`config.mk`:
```
export PLATFORM = sky130hd
export DESIGN_NAME = tsv_quoted_field_parser_flat
export DESIGN_NICKNAME = d
export VERILOG_FILES = /design/src/hdl/tsvp_pkg.sv /design/src/hdl/tsvp_text_if.sv /design/src/hdl/tsvp_event_if.sv /design/src/hdl/tsvp_core.sv /design/src/hdl/tsvp_event_queue.sv /design/src/hdl/tsv_quoted_field_parser.sv /design/src/flat_wrapper.sv
export SDC_FILE = /design/constraint.sdc
export NUM_CORES = 1
export LEC_CHECK = 0
export BUFFER_PORTS_ARGS = -buffer_cell sky130_fd_sc_hd__buf_2
export CELL_PAD_IN_SITES_DETAIL_PLACEMENT = 1
export CELL_PAD_IN_SITES_GLOBAL_PLACEMENT = 2
export CORE_MARGIN = 2
export CORE_UTILIZATION = 40
export CTS_CLUSTER_DIAMETER = 40
export CTS_CLUSTER_SIZE = 16
export DETAILED_ROUTE_END_ITERATION = 10
export HOLD_SLACK_MARGIN = 0.05
export PLACE_DENSITY = 0.86
export SETUP_SLACK_MARGIN = 0.3
export SLEW_MARGIN = 30
export SYNTH_ARGS = -nofsm -noshare
export SYNTH_HDL_FRONTEND = slang
export SYNTH_SLANG_ARGS = --single-unit
```
`constraint.sdc`:
```
create_clock -name clk -period 3.62 [get_ports clk]
set_input_delay 0.362 -clock clk [delete_from_list [all_inputs] [get_ports clk]]
set_output_delay 0.362 -clock clk [all_outputs]
set_load 0.01 [all_outputs]
```
`src/hdl/tsvp_pkg.sv`:
```
`default_nettype none
package tsvp_pkg;

  // Characters with a special meaning in table text
  localparam logic [7:0] CH_QUOTE = 8'h22;
  localparam logic [7:0] CH_TAB   = 8'h09;
  localparam logic [7:0] CH_CR    = 8'h0D;
  localparam logic [7:0] CH_LF    = 8'h0A;

  // Depth of the event queue, and the widths of its pointers and fill count
  localparam int EvqDepth = 4;
  localparam int EvqPtrW  = $clog2(EvqDepth);
  localparam int EvqCntW  = $clog2(EvqDepth + 1);

  typedef enum logic [1:0] {
    MODE_PLAIN  = 2'd0,
    MODE_QUOTED = 2'd1,
    MODE_QSEEN  = 2'd2
  } mode_t;

  typedef enum logic [2:0] {
    EV_CHAR   = 3'd0,
    EV_FIELD  = 3'd1,
    EV_ROW    = 3'd2,
    EV_DONE   = 3'd3,
    EV_UNTERM = 3'd4
  } ev_kind_t;

  typedef struct packed {
    ev_kind_t    kind;
    logic [7:0]  char_value;
    logic        last;
  } event_t;

  // Events produced by one parse step, in order
  typedef struct packed {
    logic [1:0] count;
    event_t     ev0;
    event_t     ev1;
  } push_t;

endpackage
`default_nettype wire

```
`src/hdl/tsvp_text_if.sv`:
```
`default_nettype none
interface tsvp_text_if;
  logic       valid;
  logic       ready;
  logic [7:0] text_byte;
  logic       end_of_text;

  modport source (output valid, output text_byte, output end_of_text, input ready);
  modport sink (input valid, input text_byte, input end_of_text, output ready);
endinterface
`default_nettype wire

```
`src/hdl/tsvp_event_if.sv`:
```
`default_nettype none
interface tsvp_event_if;
  logic       valid;
  logic       ready;
  logic [2:0] event_kind;
  logic [7:0] char_value;
  logic       last_of_run;

  modport source (output valid, output event_kind, output char_value, output last_of_run,
                  input ready);
  modport sink (input valid, input event_kind, input char_value, input last_of_run,
                output ready);
endinterface
`default_nettype wire

```
`src/hdl/tsvp_core.sv`:
```
`default_nettype none
module tsvp_core
  import tsvp_pkg::*;
(
  input  wire logic       clk,
  input  wire logic       rst,
  input  wire logic       step,
  input  wire logic [7:0] text_byte,
  input  wire logic       end_of_text,
  output push_t           push
);

  mode_t quote_mode, quote_mode_next;
  logic  field_has_chars, field_has_chars_next;
  logic  row_pending, row_pending_next;
  logic  skip_line_feed, skip_line_feed_next;

  // Decode one item against the held quoting state
  always_comb begin
    logic run_plain;
    logic is_quote;
    logic [1:0] n;
    event_t e0;
    event_t e1;
    run_plain            = 1'b0;
    is_quote             = (text_byte == CH_QUOTE);
    n                    = 2'd0;
    e0                   = '{kind: EV_CHAR, char_value: 8'd0, last: 1'b0};
    e1                   = '{kind: EV_DONE, char_value: 8'd0, last: 1'b0};
    quote_mode_next      = quote_mode;
    field_has_chars_next = field_has_chars;
    row_pending_next     = row_pending;
    skip_line_feed_next  = skip_line_feed;

    if (end_of_text) begin
      if (quote_mode == MODE_QUOTED) begin
        e0.kind = EV_UNTERM;
        n       = 2'd1;
      end else if (row_pending || field_has_chars || quote_mode == MODE_QSEEN) begin
        e0.kind = EV_ROW;
        e1.kind = EV_DONE;
        n       = 2'd2;
      end else begin
        e0.kind = EV_DONE;
        n       = 2'd1;
      end
      quote_mode_next      = MODE_PLAIN;
      field_has_chars_next = 1'b0;
      row_pending_next     = 1'b0;
      skip_line_feed_next  = 1'b0;
    end else begin
      case (quote_mode)
        MODE_QUOTED: begin
          skip_line_feed_next = 1'b0;
          if (is_quote) begin
            quote_mode_next = MODE_QSEEN;
          end else begin
            e0                   = '{kind: EV_CHAR, char_value: text_byte, last: 1'b0};
            n                    = 2'd1;
            field_has_chars_next = 1'b1;
          end
        end
        MODE_QSEEN: begin
          skip_line_feed_next = 1'b0;
          if (is_quote) begin
            // doubled quote stands for one quote character
            e0                   = '{kind: EV_CHAR, char_value: text_byte, last: 1'b0};
            n                    = 2'd1;
            field_has_chars_next = 1'b1;
            quote_mode_next      = MODE_QUOTED;
          end else begin
            // closing quote: treat this byte as unquoted text
            quote_mode_next  = MODE_PLAIN;
            row_pending_next = 1'b1;
            run_plain        = 1'b1;
          end
        end
        default: begin
          quote_mode_next     = MODE_PLAIN;
          skip_line_feed_next = 1'b0;
          // drop the LF of a CRLF pair
          if (!(skip_line_feed && text_byte == CH_LF)) begin
            run_plain = 1'b1;
          end
        end
      endcase

      if (run_plain) begin
        if (is_quote && !field_has_chars) begin
          quote_mode_next = MODE_QUOTED;
        end else if (text_byte == CH_TAB) begin
          e0.kind              = EV_FIELD;
          n                    = 2'd1;
          field_has_chars_next = 1'b0;
          row_pending_next     = 1'b1;
        end else if (text_byte == CH_CR || text_byte == CH_LF) begin
          e0.kind              = EV_ROW;
          n                    = 2'd1;
          field_has_chars_next = 1'b0;
          row_pending_next     = 1'b0;
          skip_line_feed_next  = (text_byte == CH_CR);
        end else begin
          e0                   = '{kind: EV_CHAR, char_value: text_byte, last: 1'b0};
          n                    = 2'd1;
          field_has_chars_next = 1'b1;
          row_pending_next     = 1'b1;
        end
      end
    end

    // Mark the final event of this item
    e0.last = (n == 2'd1);
    e1.last = (n == 2'd2);

    push.count = step ? n : 2'd0;
    push.ev0   = e0;
    push.ev1   = e1;
  end

  // Advance the parse state on each step
  always_ff @(posedge clk) begin
    if (rst) begin
      quote_mode      <= MODE_PLAIN;
      field_has_chars <= 1'b0;
      row_pending     <= 1'b0;
      skip_line_feed  <= 1'b0;
    end else if (step) begin
      quote_mode      <= quote_mode_next;
      field_has_chars <= field_has_chars_next;
      row_pending     <= row_pending_next;
      skip_line_feed  <= skip_line_feed_next;
    end
  end

  a_eot_clears: assert property (@(posedge clk) disable iff (rst)
    step && end_of_text |=> quote_mode == MODE_PLAIN && !field_has_chars
                            && !row_pending && !skip_line_feed)
    else $error("state not cleared after end of text");

  a_two_only_at_eot: assert property (@(posedge clk) disable iff (rst)
    push.count == 2'd2 |-> end_of_text)
    else $error("two events from a text byte");

  a_no_push_idle: assert property (@(posedge clk) disable iff (rst)
    !step |-> push.count == 2'd0)
    else $error("events pushed without a step");

endmodule
`default_nettype wire

```
`src/hdl/tsvp_event_queue.sv`:
```
`default_nettype none
module tsvp_event_queue
  import tsvp_pkg::*;
(
  input  wire logic     clk,
  input  wire logic     rst,
  input  wire push_t    push,
  output logic          room,
  tsvp_event_if.source  events
);

  event_t               mem [EvqDepth];
  logic [EvqPtrW-1:0]   wr_ptr;
  logic [EvqPtrW-1:0]   rd_ptr;
  logic [EvqCntW-1:0]   count;
  logic                 pop;

  // Room for the largest burst one item can cause
  assign room = (count <= EvqCntW'(EvqDepth - 2));
  assign pop  = events.valid && events.ready;

  assign events.valid       = (count != '0);
  assign events.event_kind  = mem[rd_ptr].kind;
  assign events.char_value  = mem[rd_ptr].char_value;
  assign events.last_of_run = mem[rd_ptr].last;

  // Store pushed events in order
  always_ff @(posedge clk) begin
    if (push.count != 2'd0) begin
      mem[wr_ptr] <= push.ev0;
    end
    if (push.count == 2'd2) begin
      mem[wr_ptr + EvqPtrW'(1)] <= push.ev1;
    end
  end

  // Track pointers and fill level
  always_ff @(posedge clk) begin
    if (rst) begin
      wr_ptr <= '0;
      rd_ptr <= '0;
      count  <= '0;
    end else begin
      wr_ptr <= wr_ptr + EvqPtrW'(push.count);
      rd_ptr <= rd_ptr + EvqPtrW'(pop);
      count  <= count + EvqCntW'(push.count) - EvqCntW'(pop);
    end
  end

  a_no_overflow: assert property (@(posedge clk) disable iff (rst)
    count <= EvqCntW'(EvqDepth))
    else $error("event queue overflow");

  a_push_needs_room: assert property (@(posedge clk) disable iff (rst)
    push.count != 2'd0 |-> room)
    else $error("push without room");

  a_hold_while_stalled: assert property (@(posedge clk) disable iff (rst)
    events.valid && !events.ready |=> events.valid && $stable(events.event_kind)
                                      && $stable(events.char_value)
                                      && $stable(events.last_of_run))
    else $error("offered event changed while stalled");

endmodule
`default_nettype wire

```
`src/hdl/tsv_quoted_field_parser.sv`:
```
// An accepted item is held in an input register and decoded once the event queue has
// room; its events are written into the event queue and offered on the output from it.
// Throughput: one item per cycle while the queue has room; an end-of-text item that
// closes a row gives two events, which leave the output in order from a four-entry queue.
// Reset (rst, synchronous, active high) empties the input register and event queue
// and returns the quoting state to unquoted with no field or row pending.
`default_nettype none
module tsv_quoted_field_parser
  import tsvp_pkg::*;
(
  input  wire logic     clk,
  input  wire logic     rst,
  tsvp_text_if.sink     text,
  tsvp_event_if.source  events
);

  logic       s1_valid;
  logic [7:0] s1_byte;
  logic       s1_eot;
  logic       room;
  logic       step;
  push_t      push;

  // Decode the held item once the queue can take its events
  assign step       = s1_valid && room;
  assign text.ready = !s1_valid || step;

  // Hold the accepted item until it is decoded
  always_ff @(posedge clk) begin
    if (rst) begin
      s1_valid <= 1'b0;
    end else if (text.ready) begin
      s1_valid <= text.valid;
    end
  end

  always_ff @(posedge clk) begin
    if (text.valid && text.ready) begin
      s1_byte <= text.text_byte;
      s1_eot  <= text.end_of_text;
    end
  end

  tsvp_core u_core (
    .clk         (clk),
    .rst         (rst),
    .step        (step),
    .text_byte   (s1_byte),
    .end_of_text (s1_eot),
    .push        (push)
  );

  tsvp_event_queue u_queue (
    .clk    (clk),
    .rst    (rst),
    .push   (push),
    .room   (room),
    .events (events)
  );

endmodule
`default_nettype wire
```
`src/flat_wrapper.sv`:
```
// flat-port wrapper written by rule: the top's interface ports become plain ports
module tsv_quoted_field_parser_flat import tsvp_pkg::*;
  (clk, rst, text_valid, text_text_byte, text_end_of_text, text_ready, events_valid, events_event_kind, events_char_value, events_last_of_run, events_ready);
  tsvp_text_if text_i ();
  tsvp_event_if events_i ();
  input  wire logic clk;
  input  wire logic rst;
  input wire logic [$bits(text_i.valid)-1:0] text_valid;
  input wire logic [$bits(text_i.text_byte)-1:0] text_text_byte;
  input wire logic [$bits(text_i.end_of_text)-1:0] text_end_of_text;
  output wire logic [$bits(text_i.ready)-1:0] text_ready;
  output wire logic [$bits(events_i.valid)-1:0] events_valid;
  output wire logic [$bits(events_i.event_kind)-1:0] events_event_kind;
  output wire logic [$bits(events_i.char_value)-1:0] events_char_value;
  output wire logic [$bits(events_i.last_of_run)-1:0] events_last_of_run;
  input wire logic [$bits(events_i.ready)-1:0] events_ready;
  assign text_i.valid = text_valid;
  assign text_i.text_byte = text_text_byte;
  assign text_i.end_of_text = text_end_of_text;
  assign text_ready = text_i.ready;
  assign events_valid = events_i.valid;
  assign events_event_kind = events_i.event_kind;
  assign events_char_value = events_i.char_value;
  assign events_last_of_run = events_i.last_of_run;
  assign events_i.ready = events_ready;
  tsv_quoted_field_parser u_core (.clk(clk), .rst(rst), .text(text_i), .events(events_i));
endmodule
```
Word level (Yosys, flattened, before mapping)
Memory sizes are Yosys's and may differ from the RTL's. A register that Yosys moved wholly into a read port is not among the register bits.
Cells that the tools add are included.
- register bits: 22
- memory bits (writable): 48
- output and inout port bits: 14
- memories kept: 1
- memories (memory ; words ; width ; read ports ; clocked after memory_dff ; wr ports ; RTL line ; source):
    u_core.u_queue.mem ; 4 ; 12 ; 1 ; 1 ; 2 ; tsvp_event_queue.sv:12 ; event_t mem [EvqDepth];
- add/sub/neg operators: 5
- order comparisons: 1
- equal/unequal tests: 9
- multiplexer cells: 55
- reduce and logical (&&, ||, !) cells: 13
- operators by type and width (cell ; number):
    $mux W9 ; 5
    $mux W1 ; 28
    $mux W2 ; 13
    $eq A8 B4 Y1 const B ; 3
    $mux W12 ; 2
    $pmux W9 S2 ; 1
    $eq A8 B6 Y1 const B ; 1
    $eq A2 B2 Y1 const B ; 3
    $mux W3 ; 2
    $pmux W1 S2 ; 3
    $logic_and A1 B1 Y1 ; 5
    $eq A2 B1 Y1 const B ; 2
    $logic_or A1 B1 Y1 ; 4
    $pmux W2 S2 ; 1
    $add A3 B2 Y3 ; 1
    $le A3 B2 Y1 const B ; 1
    $reduce_bool A3 Y1 ; 1
    $sub A3 B1 Y3 ; 1
    $add A2 B1 Y2 ; 1
    $add A2 B1 Y2 const B ; 1
    $add A2 B2 Y2 ; 1
    $logic_not A1 Y1 ; 2
    $reduce_bool A2 Y1 ; 1

Logic depth before layout (Yosys ltp)
- depth in word-level cells: 11
- mapped depth: 15

Modules after synthesis
Synthesis repeated with hierarchy kept, for this count alone.
- cells, all modules: 273
- area, all modules: 4071.4 µm²
- by module, submodules not included (module ; instances ; cells each ; area an instance (µm²) ; seq. area each (µm²)):
    tsvp_event_queue ; 1 ; 162 ; 2971.6 ; 1581.5
    tsvp_core ; 1 ; 96 ; 767.0 ; 100.1
    tsv_quoted_field_parser ; 1 ; 15 ; 332.8 ; 290.3

Least setup slack after synthesis
OpenSTA, ideal clock, no wires.
- path kind: register -> register
- start: register u_core.u_core.quote_mode[0]
- end: register u_core.u_queue.count[2]
- library setup time: 128 ps
- data arrival time: 2945 ps
- setup slack: 547 ps
- stages on the path, launching flop included: 16
- buffers on the path: 2
- clock period less this slack: 3073 ps
- cells stage by stage: dfxtp_1 -> inv_1 -> ha_1 -> buf_4 -> o2111a_1 -> a21oi_4 -> buf_6 -> o21ai_0 -> or2_2 -> ha_1 -> inv_1 -> ha_1 -> fa_1 -> xor2_1 -> xnor2_1 -> nor2_1
- cells in the longest elaborated chain, start to end: 8
- elaborated cells between the ends (all ways): 14
- classes of those cells: add/sub: 2; eq/ne: 2; mux: 9; reduce/logical: 1
- ends and longest elaborated chain (element ; RTL line ; source):
    from (decl) ; tsvp_core.sv:13 ; mode_t quote_mode, quote_mode_next;
    from (signal assigned) ; tsvp_core.sv:128 ; quote_mode <= quote_mode_next;
    $eq A2 B2 Y1 or $eq A2 B1 Y1 (tied branches) ; tsvp_core.sv:39, tsvp_core.sv:52, tsvp_core.sv:36 ;
    $pmux W1 S2 or $logic_or A1 B1 Y1 (tied branches) ; tsvp_core.sv:52, tsvp_core.sv:39 ;
    $mux W2, or another cell as far along ; tsvp_core.sv:89 ; if (is_quote && !field_has_chars) begin
    $mux W2, on equally long branches ; tsvp_core.sv:88, tsvp_core.sv:36 ;
    $mux W2 (*) ; tsvp_core.sv:35 ; if (end_of_text) begin
    $mux W2 (*) ; tsvp_core.sv:115 ; push.count = step ? n : 2'd0;
    $add A3 B2 Y3 (*) ; tsvp_event_queue.sv:46 ; count <= count + EvqCntW'(push.count) - EvqCntW'(pop);
    $sub A3 B1 Y3 (*) ; tsvp_event_queue.sv:46 ;
    to (signal assigned) ; tsvp_event_queue.sv:46 ;
    to (decl) ; tsvp_event_queue.sv:15 ; logic [EvqCntW-1:0] count;
Every way passes the cells marked *; elsewhere a longest branch is shown, timed or not. The select of a mux whose other input is x is not followed.
A chain may end at the register's enable or synchronous reset.

Worst setup path in the final report
- start: register u_core.s1_byte[2]
- end: register u_core.u_queue.count[2]
- cells in the longest elaborated chain, start to end: 10
- elaborated cells between the ends (all ways): 17
- classes of those cells: add/sub: 2; eq/ne: 2; mux: 11; reduce/logical: 2
- ends and longest elaborated chain (element ; RTL line ; source):
    from (decl) ; tsv_quoted_field_parser.sv:18 ; logic [7:0] s1_byte;
    from (signal assigned) ; tsv_quoted_field_parser.sv:39 ; s1_byte <= text.text_byte;
    $eq A8 B4 Y1 ; tsvp_core.sv:82 ; if (!(skip_line_feed && text_byte == CH_LF)) begin
    $logic_and A1 B1 Y1 ; tsvp_core.sv:82 ;
    $mux W1 ; tsvp_core.sv:82 ;
    $pmux W1 S2 ; tsvp_core.sv:52 ; case (quote_mode)
    $mux W1 ; tsvp_core.sv:35 ;
    $mux W2 (*) ; tsvp_core.sv:88 ; if (run_plain) begin
    $mux W2 (*) ; tsvp_core.sv:35 ;
    $mux W2 (*) ; tsvp_core.sv:115 ;
    $add A3 B2 Y3 (*) ; tsvp_event_queue.sv:46 ;
    $sub A3 B1 Y3 (*) ; tsvp_event_queue.sv:46 ;
Marked as above.

==> metrics.txt <==
status completed; CTS Hold Bufs 0; share of async-settable or async-resettable flops after synthesis 0%; Rel. slew slack 46.4%; Num CTS Buffers 9; CTS Sinks 70; worst r2r dst u_core.u_queue.count[2]; Ports 27; DRC violations left 0; Initial Utilization approximately 41%; Setup Skew 0.0116 ns; Layout area overhead 13.0%; CTS clock-pin slew for the worst setup and hold paths ~0.08 ns; die area approximately 9500 µm²; Final nets 364; top cell type by total area after synthesis dfxtp_1; pin count of the biggest net entering global routing 19; DRT Wirelength 9100 µm; max incr delay on CP 0.51 ns; Mapped Area ~3500 µm²; Clock Path Buffers 2; Slew Limit Fails 0; Worst path most repeated cell ha_1; Max IR drop VDD about 0.23 mV; EDFF count, synth 13; number of synthesized register bits 70; Worst path slowest cell edfxtp_1; reg2reg setup slack 0.50 ns; WS Path Type reg -> reg; critical path peak fanout 8; port bufs 26; post-synth top area share 32.7%; first-pass GRT wire length 14,500 µm; final setup fails 0; layout cells sized above 1 a little under a quarter; Pint 1.83 mW; P_leak between 1.5 and 2 nW; Cells after Synth roughly 320; via count 2,648; Sw Share 32.4%; Psw between 0.8 and 0.9 mW; Worst Setup End Kind flop; die width ~97 µm; Hold Path Class in -> reg; Worst Setup Start Kind flop; post-synthesis sequential area ratio between 40% and 50%; HP Start text_text_byte[7]; final hold viol count 0; # rows 34; Worst Tran Pin Value 0.800 ns; RR Startpoint u_core.s1_byte[2]; dpl hpwl between 6000 and 7000 µm; post-route minimum period between 3 and 4 ns; Avg Inst Size Synth 11.0 µm²; top_reg_cell synth dfxtp_1; n_diodes 0; grt total ovfl 0; unrepaired setup endpoints after global routing false; synth warn 0; Die Y 97.4 µm; DR vias/cell 5.81; clk root buf clkbuf_8; crit path DAT 3.35 ns; Critical Path RT 3.86 ns; Synth cell types 59; crit share post-route between 80 and 90%; worst-case hold path end point u_core.s1_byte[7]; total of max-cap violations 0; pwr/cell area 688 nW/µm²; vias in the first global route 2,646; Setup TNS Final 0 ns; Synth area leaders dfxtp_1, edfxtp_1, mux4_2; sequential power share 44.9%; Hold Path Stages 1; overall routing resource usage 19.6%; number of cells on the worst reg-to-reg path 12; drt initial violations 120; Power, Total 2.71 mW; htree depth 3; final RePlAce weighted congestion roughly 0.85; top-count cell post-synth dfxtp_1; clock power share 26.2%; post-route ant nets 0; Comb power frac around 29%; Synth top cells by count dfxtp_1, nand2_1, inv_1, a32o_1; Detailed Routing Iterations Pass 1 4; Cell Chain, Critical Path or3b_4, o31ai_4, nand2_4, o21ai_0, or2_2, ha_1, inv_1, ha_1, fa_1, xor2_1, xnor2_1, nor2_1; worst skew pair latency around 0.36 ns; CTS tree built; fmax between 300 and 400 MHz; syn nets between 300 and 400; core area 8590 µm²; WL per Instance 20.0 µm; initial antenna violation count 0
-- state kept, by name (all words and copies together), names as in the netlist, 2 cells and up --
| register | cells |
|---|---|
| u_core.u_queue.wr_ptr | 2 |
| u_core.u_queue.rd_ptr | 2 |
| u_core.u_core.quote_mode | 2 |
| u_core.s1_byte | 8 |
| u_core.u_queue.mem | 48 |
| u_core.u_queue.count | 3 |
-- worst max-delay path by stage --
stage                                 from                      end  slack (ns)  cells past startpoint
3_5_place_dp             u_core.s1_byte[3]  u_core.u_queue.count[2]        0.24                     12
5_1_grt                  u_core.s1_byte[2]  u_core.u_queue.count[2]        0.31                     12
3_3_place_gp             u_core.s1_byte[3]  u_core.u_queue.count[2]        0.31                     12
4_1_cts                  u_core.s1_byte[2]  u_core.u_queue.count[2]        0.31                     12
2_1_floorplan  u_core.u_core.quote_mode[0]  u_core.u_queue.count[2]        0.55                     15
6_report                 u_core.s1_byte[2]  u_core.u_queue.count[2]        0.50                     12
-- critical path: cells and delay by family (launching register included) --
family                     cells  cell delay, ns
AOI/OAI and AO/OA              2            0.59
xor gates and xnor gates       2            0.32
and+or+nand+nor                4            0.87
buffers and inverters          1            0.04
adders and majority gates      3            0.66
DFF                            1            0.51
-- metal layers --
metal / GRT usage (%) / vias up / part of all wire [%]
met3: 4.39 / 11 / 4.5
met2: 31.0 / 61 / 47
met5: 0 / - / 0
met1: 26.9 / 1331 / 48
met4: 6.09 / 0 / 1.3
li1: - / 1245 / -
-- stage by stage --
step                cells  setup slack [ns]  hold slack, ns  cell area [µm²]  utilization (%)
floorplan             317             0.547           0.428             3490                -
global placement      439             0.315           0.442             3680             42.9
detailed placement    439             0.238           0.453             3680             42.9
CTS                   456             0.312           0.164             3930             45.7
global route          456             0.315           0.157             3940             45.9
finish                456             0.505           0.177             3940             45.9
-- what timing repair did --
| item | CTS | global route |
|---|---|---|
| setup buffers | 1 | 0 |
| gates resized for setup | 0 | 4 |
| setup endpoints to repair | 1 | 1 |
| pin swaps | 0 | 0 |
-- power by group through the flow --
stage                     Sequential, mW  Combinational (mW)  Clock, mW
after floorplan                     1.13               0.631          0
after global placement              1.22               0.763          0
after detailed placement            1.24               0.792          0
after CTS                           1.22               0.796      0.726
after global routing                1.25               0.859      0.765
final                               1.22               0.782      0.710
-- kinds of logic (layout without fill, tap and decap cells) --
group / Yosys count / after routing / synth area share (%)
buffers and inverters: 37 / 68 / 5.24
AO/OA/AOI/OAI: 81 / 81 / 21.0
XOR/XNOR: 5 / 5 / 1.26
adder cells (fa/ha/maj): 8 / 8 / 3.08
multiplexers: 28 / 28 / 12.3
flip-flops: 70 / 70 / 43.9
AND/OR/NAND/NOR: 88 / 88 / 13.2
-- final cells by class --
type                            count  area, µm²
Sequential cell                    70       1530
Clock buffer                       12        199
Multi-Input combinational cell    210       1790
Clock inverter                      4       35.0
Inverter                           20       75.1
Timing Repair Buffer               32        175
Fill cell                         962       4650
Tap cell                          108        135
-- cell usage in the layout, fill, tap and decap left out, types with 2 or more instances in the layout --
cell | netlist | routed
dfxtp_1 | 57 | 56
buf_2 | 0 | 26
nand2_1 | 21 | 21
inv_1 | 19 | 19
a32o_1 | 18 | 18
nor2_1 | 16 | 16
mux2i_1 | 16 | 16
edfxtp_1 | 13 | 13
a21oi_1 | 12 | 12
o21ai_0 | 12 | 12
mux4_2 | 12 | 12
nor2b_1 | 10 | 10
clkbuf_8 | 0 | 9
nand3_1 | 7 | 7
o32ai_1 | 6 | 6
ha_1 | 7 | 6
buf_4 | 3 | 6
nor3_1 | 5 | 5
a211oi_1 | 5 | 5
or2_2 | 4 | 4
nand2b_1 | 4 | 4
xnor2_1 | 4 | 4
inv_6 | 0 | 4
or3_1 | 4 | 3
nand4_1 | 3 | 3
and2_1 | 3 | 3
o31ai_4 | 3 | 3
clkbuf_16 | 0 | 3
or2b_1 | 2 | 2
o21ai_1 | 2 | 2
o21ai_4 | 2 | 2
nor4_1 | 2 | 2
a22oi_1 | 2 | 2
a2bb2oi_1 | 2 | 2
o2bb2ai_1 | 2 | 2
Note: power is estimated with default switching activity, not from simulation.
